==> config.mk <==
export PLATFORM = sky130hd
export DESIGN_NAME = key_matrix_debouncer_core
export DESIGN_NICKNAME = d
export VERILOG_FILES = /design/src/hw/rtl/kmd_pkg.sv /design/src/hw/rtl/kmd_front.sv /design/src/hw/rtl/kmd_queue.sv /design/src/hw/rtl/kmd_back.sv /design/src/hw/rtl/key_matrix_debouncer_core.sv
export SDC_FILE = /design/constraint.sdc
export NUM_CORES = 1
export LEC_CHECK = 0
export ABC_AREA = 1
export BUFFER_PORTS_ARGS = -buffer_cell sky130_fd_sc_hd__buf_4
export CAP_MARGIN = 10
export CORE_MARGIN = 1.5
export CORE_UTILIZATION = 65
export DETAILED_ROUTE_END_ITERATION = 16
export GPL_TIMING_DRIVEN = 1
export PLACE_DENSITY = 0.81
export SYNTH_ARGS = -nofsm -noshare
export SYNTH_HDL_FRONTEND = slang
export SYNTH_SLANG_ARGS = --single-unit
==> constraint.sdc <==
create_clock -name clk -period 13.8 [get_ports clk]
set_clock_uncertainty 0.2 [all_clocks]
set_input_delay 2.76 -clock clk [delete_from_list [all_inputs] [get_ports clk]]
set_output_delay 2.76 -clock clk [all_outputs]
set_load 0.1 [all_outputs]
==> src/hw/rtl/kmd_pkg.sv <==
`timescale 1ns / 1ps

package kmd_pkg;

  localparam int ROWS = 8;
  localparam int COLS = 7;
  localparam int ROW_W = 3;
  localparam int COL_W = 3;
  localparam int CNT_W = 8;

  localparam int S_TDATA_W = 16;
  localparam int M_TDATA_W = 8;

  localparam int QDEPTH = 4;
  localparam int QPTR_W = 2;
  localparam int QCNT_W = 3;

  // Debounce states of one key.
  localparam logic [1:0] ST_RELEASED  = 2'd0;
  localparam logic [1:0] ST_ARMING    = 2'd1;
  localparam logic [1:0] ST_PRESSED   = 2'd2;
  localparam logic [1:0] ST_DISARMING = 2'd3;

  // Configuration register indexes.
  localparam logic CFG_THRESHOLD = 1'b0;
  localparam logic CFG_BASE_NOTE = 1'b1;

  localparam logic [7:0] THRESHOLD_RESET = 8'd10;
  localparam logic [6:0] BASE_NOTE_RESET = 7'd24;
  localparam logic [6:0] ODD_NOTE = 7'd99;

  // One scanned row that produced at least one confirmed change.
  typedef struct packed {
    logic [ROW_W-1:0] row;
    logic [COLS-1:0]  ev_mask;
    logic [COLS-1:0]  dir_mask;
  } evt_t;

  function automatic logic [6:0] note_of(input logic [ROW_W-1:0] row,
                                         input logic [COL_W-1:0] col,
                                         input logic [6:0] base);
    int sum;
    sum = int'(base) + 8 * (COLS - 1 - int'(col)) + (ROWS - 1 - int'(row));
    if (col == '0 && int'(row) != ROWS - 1) begin
      return ODD_NOTE;
    end
    return sum[6:0];
  endfunction

endpackage

==> src/hw/rtl/kmd_front.sv <==
`timescale 1ns / 1ps

module kmd_front (
  input  logic                       clk,
  input  logic                       rst,
  input  logic                       s_tvalid,
  output logic                       s_tready,
  input  logic [kmd_pkg::ROW_W-1:0]  row,
  input  logic [kmd_pkg::COLS-1:0]   pressed_bits,
  input  logic [7:0]                 threshold,
  input  logic                       q_full,
  output logic                       push,
  output kmd_pkg::evt_t              push_item
);

  logic [2*kmd_pkg::COLS-1:0]              st_row   [kmd_pkg::ROWS];
  logic [kmd_pkg::CNT_W*kmd_pkg::COLS-1:0] cnt_row  [kmd_pkg::ROWS];
  logic [2*kmd_pkg::COLS-1:0]              st_next;
  logic [kmd_pkg::CNT_W*kmd_pkg::COLS-1:0] cnt_next;
  logic [kmd_pkg::COLS-1:0]                ev_mask;
  logic [kmd_pkg::COLS-1:0]                dir_mask;
  logic                                    accept;
  logic                                    row_ok;

  assign s_tready = !q_full;
  assign accept   = s_tvalid && s_tready;
  assign row_ok   = int'(row) < kmd_pkg::ROWS;

  // Every key of the scanned row steps its debounce machine in parallel.
  always_comb begin
    logic [1:0]               st;
    logic [kmd_pkg::CNT_W-1:0] cnt;
    logic [kmd_pkg::CNT_W-1:0] cnt_inc;
    st_next  = st_row[row];
    cnt_next = cnt_row[row];
    ev_mask  = '0;
    dir_mask = '0;
    for (int c = 0; c < kmd_pkg::COLS; c++) begin
      st      = st_row[row][2*c +: 2];
      cnt     = cnt_row[row][kmd_pkg::CNT_W*c +: kmd_pkg::CNT_W];
      cnt_inc = (cnt == '1) ? cnt : cnt + 1'b1;
      if (pressed_bits[c]) begin
        unique case (st)
          kmd_pkg::ST_RELEASED: begin
            st_next[2*c +: 2] = kmd_pkg::ST_ARMING;
            cnt_next[kmd_pkg::CNT_W*c +: kmd_pkg::CNT_W] = '0;
          end
          kmd_pkg::ST_ARMING: begin
            cnt_next[kmd_pkg::CNT_W*c +: kmd_pkg::CNT_W] = cnt_inc;
            if (cnt_inc > threshold) begin
              st_next[2*c +: 2] = kmd_pkg::ST_PRESSED;
              ev_mask[c]  = 1'b1;
              dir_mask[c] = 1'b1;
            end
          end
          kmd_pkg::ST_PRESSED, kmd_pkg::ST_DISARMING: begin
            st_next[2*c +: 2] = kmd_pkg::ST_PRESSED;
          end
          default: begin
            st_next[2*c +: 2] = st;
          end
        endcase
      end else begin
        unique case (st)
          kmd_pkg::ST_PRESSED: begin
            st_next[2*c +: 2] = kmd_pkg::ST_DISARMING;
            cnt_next[kmd_pkg::CNT_W*c +: kmd_pkg::CNT_W] = '0;
          end
          kmd_pkg::ST_DISARMING: begin
            cnt_next[kmd_pkg::CNT_W*c +: kmd_pkg::CNT_W] = cnt_inc;
            if (cnt_inc > threshold) begin
              st_next[2*c +: 2] = kmd_pkg::ST_RELEASED;
              ev_mask[c] = 1'b1;
            end
          end
          kmd_pkg::ST_RELEASED, kmd_pkg::ST_ARMING: begin
            st_next[2*c +: 2] = kmd_pkg::ST_RELEASED;
          end
          default: begin
            st_next[2*c +: 2] = st;
          end
        endcase
      end
    end
  end

  assign push               = accept && row_ok && (ev_mask != '0);
  assign push_item.row      = row;
  assign push_item.ev_mask  = ev_mask;
  assign push_item.dir_mask = dir_mask;

  always_ff @(posedge clk) begin
    if (rst) begin
      for (int r = 0; r < kmd_pkg::ROWS; r++) begin
        st_row[r]  <= {kmd_pkg::COLS{kmd_pkg::ST_RELEASED}};
        cnt_row[r] <= '0;
      end
    end else if (accept && row_ok) begin
      st_row[row]  <= st_next;
      cnt_row[row] <= cnt_next;
    end
  end

endmodule

==> src/hw/rtl/kmd_queue.sv <==
`timescale 1ns / 1ps

module kmd_queue (
  input  logic          clk,
  input  logic          rst,
  input  logic          push,
  input  kmd_pkg::evt_t push_item,
  output logic          full,
  input  logic          pop,
  output kmd_pkg::evt_t pop_item,
  output logic          empty
);

  kmd_pkg::evt_t                 entries [kmd_pkg::QDEPTH];
  logic [kmd_pkg::QPTR_W-1:0]    wr_ptr;
  logic [kmd_pkg::QPTR_W-1:0]    rd_ptr;
  logic [kmd_pkg::QCNT_W-1:0]    fill;
  logic                          do_push;
  logic                          do_pop;

  assign full     = fill == kmd_pkg::QCNT_W'(kmd_pkg::QDEPTH);
  assign empty    = fill == '0;
  assign do_push  = push && !full;
  assign do_pop   = pop && !empty;
  assign pop_item = entries[rd_ptr];

  always_ff @(posedge clk) begin
    if (do_push) begin
      entries[wr_ptr] <= push_item;
    end
  end

  always_ff @(posedge clk) begin
    if (rst) begin
      wr_ptr <= '0;
      rd_ptr <= '0;
      fill   <= '0;
    end else begin
      if (do_push) begin
        wr_ptr <= wr_ptr + 1'b1;
      end
      if (do_pop) begin
        rd_ptr <= rd_ptr + 1'b1;
      end
      unique case ({do_push, do_pop})
        2'b10:   fill <= fill + 1'b1;
        2'b01:   fill <= fill - 1'b1;
        default: fill <= fill;
      endcase
    end
  end

endmodule

==> src/hw/rtl/kmd_back.sv <==
`timescale 1ns / 1ps

module kmd_back (
  input  logic                 clk,
  input  logic                 rst,
  input  logic                 q_empty,
  input  kmd_pkg::evt_t        q_item,
  output logic                 pop,
  input  logic [6:0]           base_note,
  output logic                 m_tvalid,
  input  logic                 m_tready,
  output logic [6:0]           note,
  output logic                 pressed,
  output logic                 last
);

  logic                        cur_valid;
  logic [kmd_pkg::ROW_W-1:0]   cur_row;
  logic [kmd_pkg::COLS-1:0]    cur_mask;
  logic [kmd_pkg::COLS-1:0]    cur_dir;
  logic [kmd_pkg::COLS-1:0]    mask_next;
  logic [kmd_pkg::COL_W-1:0]   col;
  logic                        out_load;
  logic                        cur_done;

  // Lowest pending column goes out first.
  always_comb begin
    logic found;
    found = 1'b0;
    col   = '0;
    for (int c = 0; c < kmd_pkg::COLS; c++) begin
      if (cur_mask[c] && !found) begin
        found = 1'b1;
        col   = kmd_pkg::COL_W'(c);
      end
    end
    mask_next      = cur_mask;
    mask_next[col] = 1'b0;
  end

  assign out_load = cur_valid && (!m_tvalid || m_tready);
  assign cur_done = out_load && (mask_next == '0);
  assign pop      = !q_empty && (!cur_valid || cur_done);

  always_ff @(posedge clk) begin
    if (rst) begin
      cur_valid <= 1'b0;
    end else if (pop) begin
      cur_valid <= 1'b1;
    end else if (cur_done) begin
      cur_valid <= 1'b0;
    end
  end

  always_ff @(posedge clk) begin
    if (pop) begin
      cur_row  <= q_item.row;
      cur_mask <= q_item.ev_mask;
      cur_dir  <= q_item.dir_mask;
    end else if (out_load) begin
      cur_mask <= mask_next;
    end
  end

  always_ff @(posedge clk) begin
    if (rst) begin
      m_tvalid <= 1'b0;
    end else if (out_load) begin
      m_tvalid <= 1'b1;
    end else if (m_tready) begin
      m_tvalid <= 1'b0;
    end
  end

  always_ff @(posedge clk) begin
    if (out_load) begin
      note    <= kmd_pkg::note_of(cur_row, col, base_note);
      pressed <= cur_dir[col];
      last    <= mask_next == '0;
    end
  end

endmodule

==> src/hw/rtl/key_matrix_debouncer_core.sv <==
`timescale 1ns / 1ps
// Key matrix debouncer.
// Input stream: one transfer per scanned row, s_tdata holds the row index and the
// mask of column lines that read pressed. Every key runs a debounce machine; a
// level change is confirmed once it has held for more than the threshold
// further scans. Output stream: one transfer per confirmed change, carrying the
// key's note number and direction, in ascending column order, with m_tlast on
// the final change caused by that row. Rows with no change produce nothing.
// Throughput: a row is accepted every cycle while the four-entry event queue has
// room; the output side drains one event per cycle while the receiver accepts
// them. A row's event passes the queue, the current-row registers and the output
// registers before it reaches m_tdata.
// Configuration: cfg_we writes register cfg_index (0 threshold, 1 base note)
// from cfg_data; write only while the block is idle.
// Reset puts every key in the released state with a zero count and restores
// threshold 10 and base note 24. When the receiver stalls, the held event stays
// on m_tdata, the queue fills, and s_tready falls once it is full.

module key_matrix_debouncer_core (
  input  logic                          clk,
  input  logic                          rst,
  input  logic                          s_tvalid,
  output logic                          s_tready,
  // [2:0] row, [9:3] pressed_bits, [15:10] zero
  input  logic [kmd_pkg::S_TDATA_W-1:0] s_tdata,
  output logic                          m_tvalid,
  input  logic                          m_tready,
  // [6:0] note, [7] pressed
  output logic [kmd_pkg::M_TDATA_W-1:0] m_tdata,
  output logic                          m_tlast,
  input  logic                          cfg_we,
  input  logic                          cfg_index,
  input  logic [7:0]                    cfg_data
);

  logic [7:0]     threshold;
  logic [6:0]     base_note;
  logic           q_full;
  logic           q_empty;
  logic           push;
  logic           pop;
  kmd_pkg::evt_t  push_item;
  kmd_pkg::evt_t  pop_item;
  logic [6:0]     note;
  logic           pressed;

  always_ff @(posedge clk) begin
    if (rst) begin
      threshold <= kmd_pkg::THRESHOLD_RESET;
      base_note <= kmd_pkg::BASE_NOTE_RESET;
    end else if (cfg_we) begin
      unique case (cfg_index)
        kmd_pkg::CFG_THRESHOLD: threshold <= cfg_data;
        kmd_pkg::CFG_BASE_NOTE: base_note <= cfg_data[6:0];
        default:                threshold <= threshold;
      endcase
    end
  end

  kmd_front u_front (
    .clk          (clk),
    .rst          (rst),
    .s_tvalid     (s_tvalid),
    .s_tready     (s_tready),
    .row          (s_tdata[2:0]),
    .pressed_bits (s_tdata[9:3]),
    .threshold    (threshold),
    .q_full       (q_full),
    .push         (push),
    .push_item    (push_item)
  );

  kmd_queue u_queue (
    .clk       (clk),
    .rst       (rst),
    .push      (push),
    .push_item (push_item),
    .full      (q_full),
    .pop       (pop),
    .pop_item  (pop_item),
    .empty     (q_empty)
  );

  kmd_back u_back (
    .clk       (clk),
    .rst       (rst),
    .q_empty   (q_empty),
    .q_item    (pop_item),
    .pop       (pop),
    .base_note (base_note),
    .m_tvalid  (m_tvalid),
    .m_tready  (m_tready),
    .note      (note),
    .pressed   (pressed),
    .last      (m_tlast)
  );

  assign m_tdata = {pressed, note};

endmodule

==> reports/results.ini <==
[status]
outcome=finished clean

[clocking]
htreeDepth=3
cts-root-buf=clkbuf_16
cts_tree=yes
post-cts-setup-buffers=0
path_clk_slew_ns=0.06
clk_latency_ns=0.61
cts_buffers=69
clock-sinks=680
ctsHoldBuffers=0
cts.repair.resized=0
clockBufferDepth=3

[die]
initial_utilization_pct=65.7
die_area_sq_um=55700
die_w_um=236
core-area_sq_um=53700
num_io_pins=41
rows=85
dieHeight_um=236

[synth]
ys.flop_type=edfxtp_1
synth_edf_count=654
synth_top_area_share_pct=55.6
ys_ff_latch=680
synthTopCellsByArea=edfxtp_1 56%, nand2_1 20%, nor2_1 6.4%, ha_1 2.7%, inv_1 2.6%
syn_nets=4317
synth-seq-area-share_pct=57.1
syn_inst=4209
syn_avg_cell_area_sq_um=8.38
synthTopCellsByCount=1923 x nand2_1, 654 x edfxtp_1, 598 x nor2_1, 246 x inv_1, 162 x a21oi_1
netlist_area_sq_um=35300
yosysWarnings=0
synth_most_common_cell=nand2_1
yosysTopAreaCell=edfxtp_1
async_flop_share_pct=0
synthDistinctLibCells=46

[power]
power.leakage_nw=17.3
powerDensity_nw_per_um2=141
worst_ir_drop_vdd_v=0.0000967

[global_routing]
grt_antenna_before_repair=0
track_usage_pct=33.2
grt_pass1_wl_mm=143
grt_max_degree=139
overflow=0
grt_pass1_vias=26900

[sta]
worst_slew_pin_slew_ns=1.17
rsz0062_at_grt=no
fin_crit_ns=8.91
tns_ns=0
slew_headroom_pct=21.9
setup_viol_count_final=0
setup_slack_ns=4.89
fin_crit_sh_pct=64.5
final_max_slew_viol_count=0
fmax_ghz=0.112
hold_viol=0

[final_layout]
antennaDiodeCount=0
final_cells=4913
utilization_pct=70.8
final_nets=4274
syn_to_final_growth_pct=7.77
drive_gt1_share_pct=4.98

[worst_setup_path]
critPathCaptureType=flip-flop
cp.arrival_ns=9.01
cp-startpoint=s_tdata[0]
reg2reg_from=u_front.cnt_row[5][8]$_SDFFCE_PN0P_
critical_path.most_common_cell=nand2_1
slowest_stage=buf_4
path_class=input pin to flip-flop
slowest_delay_ns=0.75
cp-start-kind=input pin
worstPathRequired_ns=13.90
cp_max_fo=74

[detailed_routing]
drtAntennaViolNets=0
first_iter_violations=3500
vias=28400
dr.pass1.iters=8
viasPerCell=5.79
wire_per_inst_um=18.7
wirelength_mm=92.0
drc_errors=0

[placement]
pre_cts_ws_ns=4.34
hpwl_mm=48.6
io_buffer_count=34
gp_congestion=0.910
dp.cells=4790

[worst_hold_path]
hp-start=base_note[4]$_SDFFE_PP1P_
hold_class=flip-flop to flip-flop

[run]
maxCapViolations=0

stage by stage:
stage / hold WS [ns] / total power, mW / cell area, sq um
4_1_cts: 0.293 / 5.35 / 38000
3_5_place_dp: 0.276 / 3.52 / 35800
3_3_place_gp: 0.265 / 3.49 / 35800
5_1_grt: 0.314 / 5.56 / 38000
2_1_floorplan: 0.248 / 3.27 / 35300
6_report: 0.287 / 5.36 / 38000
kinds of logic (layout without fill, tap and decap cells):
logic type | Yosys count | in the layout | synth area share, %
AND/OR/NAND/NOR | 2674 | 2674 | 29.3
buffers and inverters | 448 | 456 | 5.44
XOR/XNOR | 19 | 19 | 0.472
flip-flops | 680 | 680 | 57.1
AO/OA/AOI/OAI | 310 | 310 | 4.85
adder cells (fa/ha/maj) | 78 | 78 | 2.81
state kept, by name, summed over array words and instances, names as in the netlist, named ones only:
| register | cells |
|---|---|
| u_back.pressed | 1 |
| u_back.cur_dir | 7 |
| u_queue.fill | 3 |
| u_front.cnt_row | 448 |
| u_back.note | 7 |
| u_back.cur_row | 3 |
| base_note | 7 |
| u_queue.wr_ptr | 2 |
| u_back.cur_mask | 7 |
| u_front.st_row | 112 |
| u_back.m_tvalid | 1 |
| u_queue.rd_ptr | 2 |
| u_back.last | 1 |
| u_back.cur_valid | 1 |
| u_queue.entries | 68 |
| threshold | 8 |
where the power goes:
part / switching [mW] / total, mW / leakage, nW / internal (mW)
registers: 0.0565 / 2.50 / 6.88 / 2.44
logic: 0.749 / 1.01 / 9.29 / 0.263
clock network: 0.788 / 1.85 / 1.08 / 1.06
total: 1.59 / 5.36 / 17.3 / 3.77
worst max-delay path: cells and delay by family:
kind / cells / cell delay (ns)
fa+ha+maj: 1 / 0.29
simple gates: 21 / 3.15
buf+inv: 6 / 2.55
compound gates: 1 / 0.14
placed cells by master (no fill, tap or decap), types with 4 or more instances in the layout:
cell type,instances
ha_1,76
inv_2,11
o21a_1,10
edfxtp_1,654
clkinv_2,12
nor2_1,598
o21ai_0,82
o21bai_1,13
o22ai_1,14
buf_4,67
nand3_1,99
nand4_1,15
xor2_1,12
a21oi_1,162
and2_1,12
nand3b_1,6
xnor2_1,7
nand2_1,1915
nand2_4,8
nand2_2,6
clkbuf_1,13
clkbuf_16,72
dfxtp_1,26
inv_1,245
o21ai_1,9
nor3_1,5
clkinv_1,19
bufinv_16,5
clkbuf_8,4
final timing paths:
kind | endpoint | slack, ns | cells after the start
worst max register to register | u_queue.entries[0][0]$_DFFE_PP_ | 8.72 | 27
worst min-delay path | base_note[4]$_SDFFE_PP1P_ | 0.29 | 2
worst max-delay path | u_queue.entries[0][0]$_DFFE_PP_ | 4.89 | 29
worst min register to register | base_note[4]$_SDFFE_PP1P_ | 0.29 | 2
area by class of cell:
cell class	instances	area, sq um
Timing Repair Buffer	69	528
Inverter	265	1000
Fill cell	3905	15700
Sequential cell	680	20200
Clock buffer	88	1890
Multi-Input combinational cell	3081	13300
Clock inverter	34	305
Tap cell	696	871
layer usage:
metal / wire length, um / vias to the layer above / GRT usage (%)
li1: - / 13400 / -
met1: 34900 / 13100 / 45.1
met2: 42900 / 1666 / 53.2
met3: 11000 / 273 / 5.11
met4: 3310 / 0 / 15.3
met5: 0 / - / 0
(Power assumes the default switching activity.)
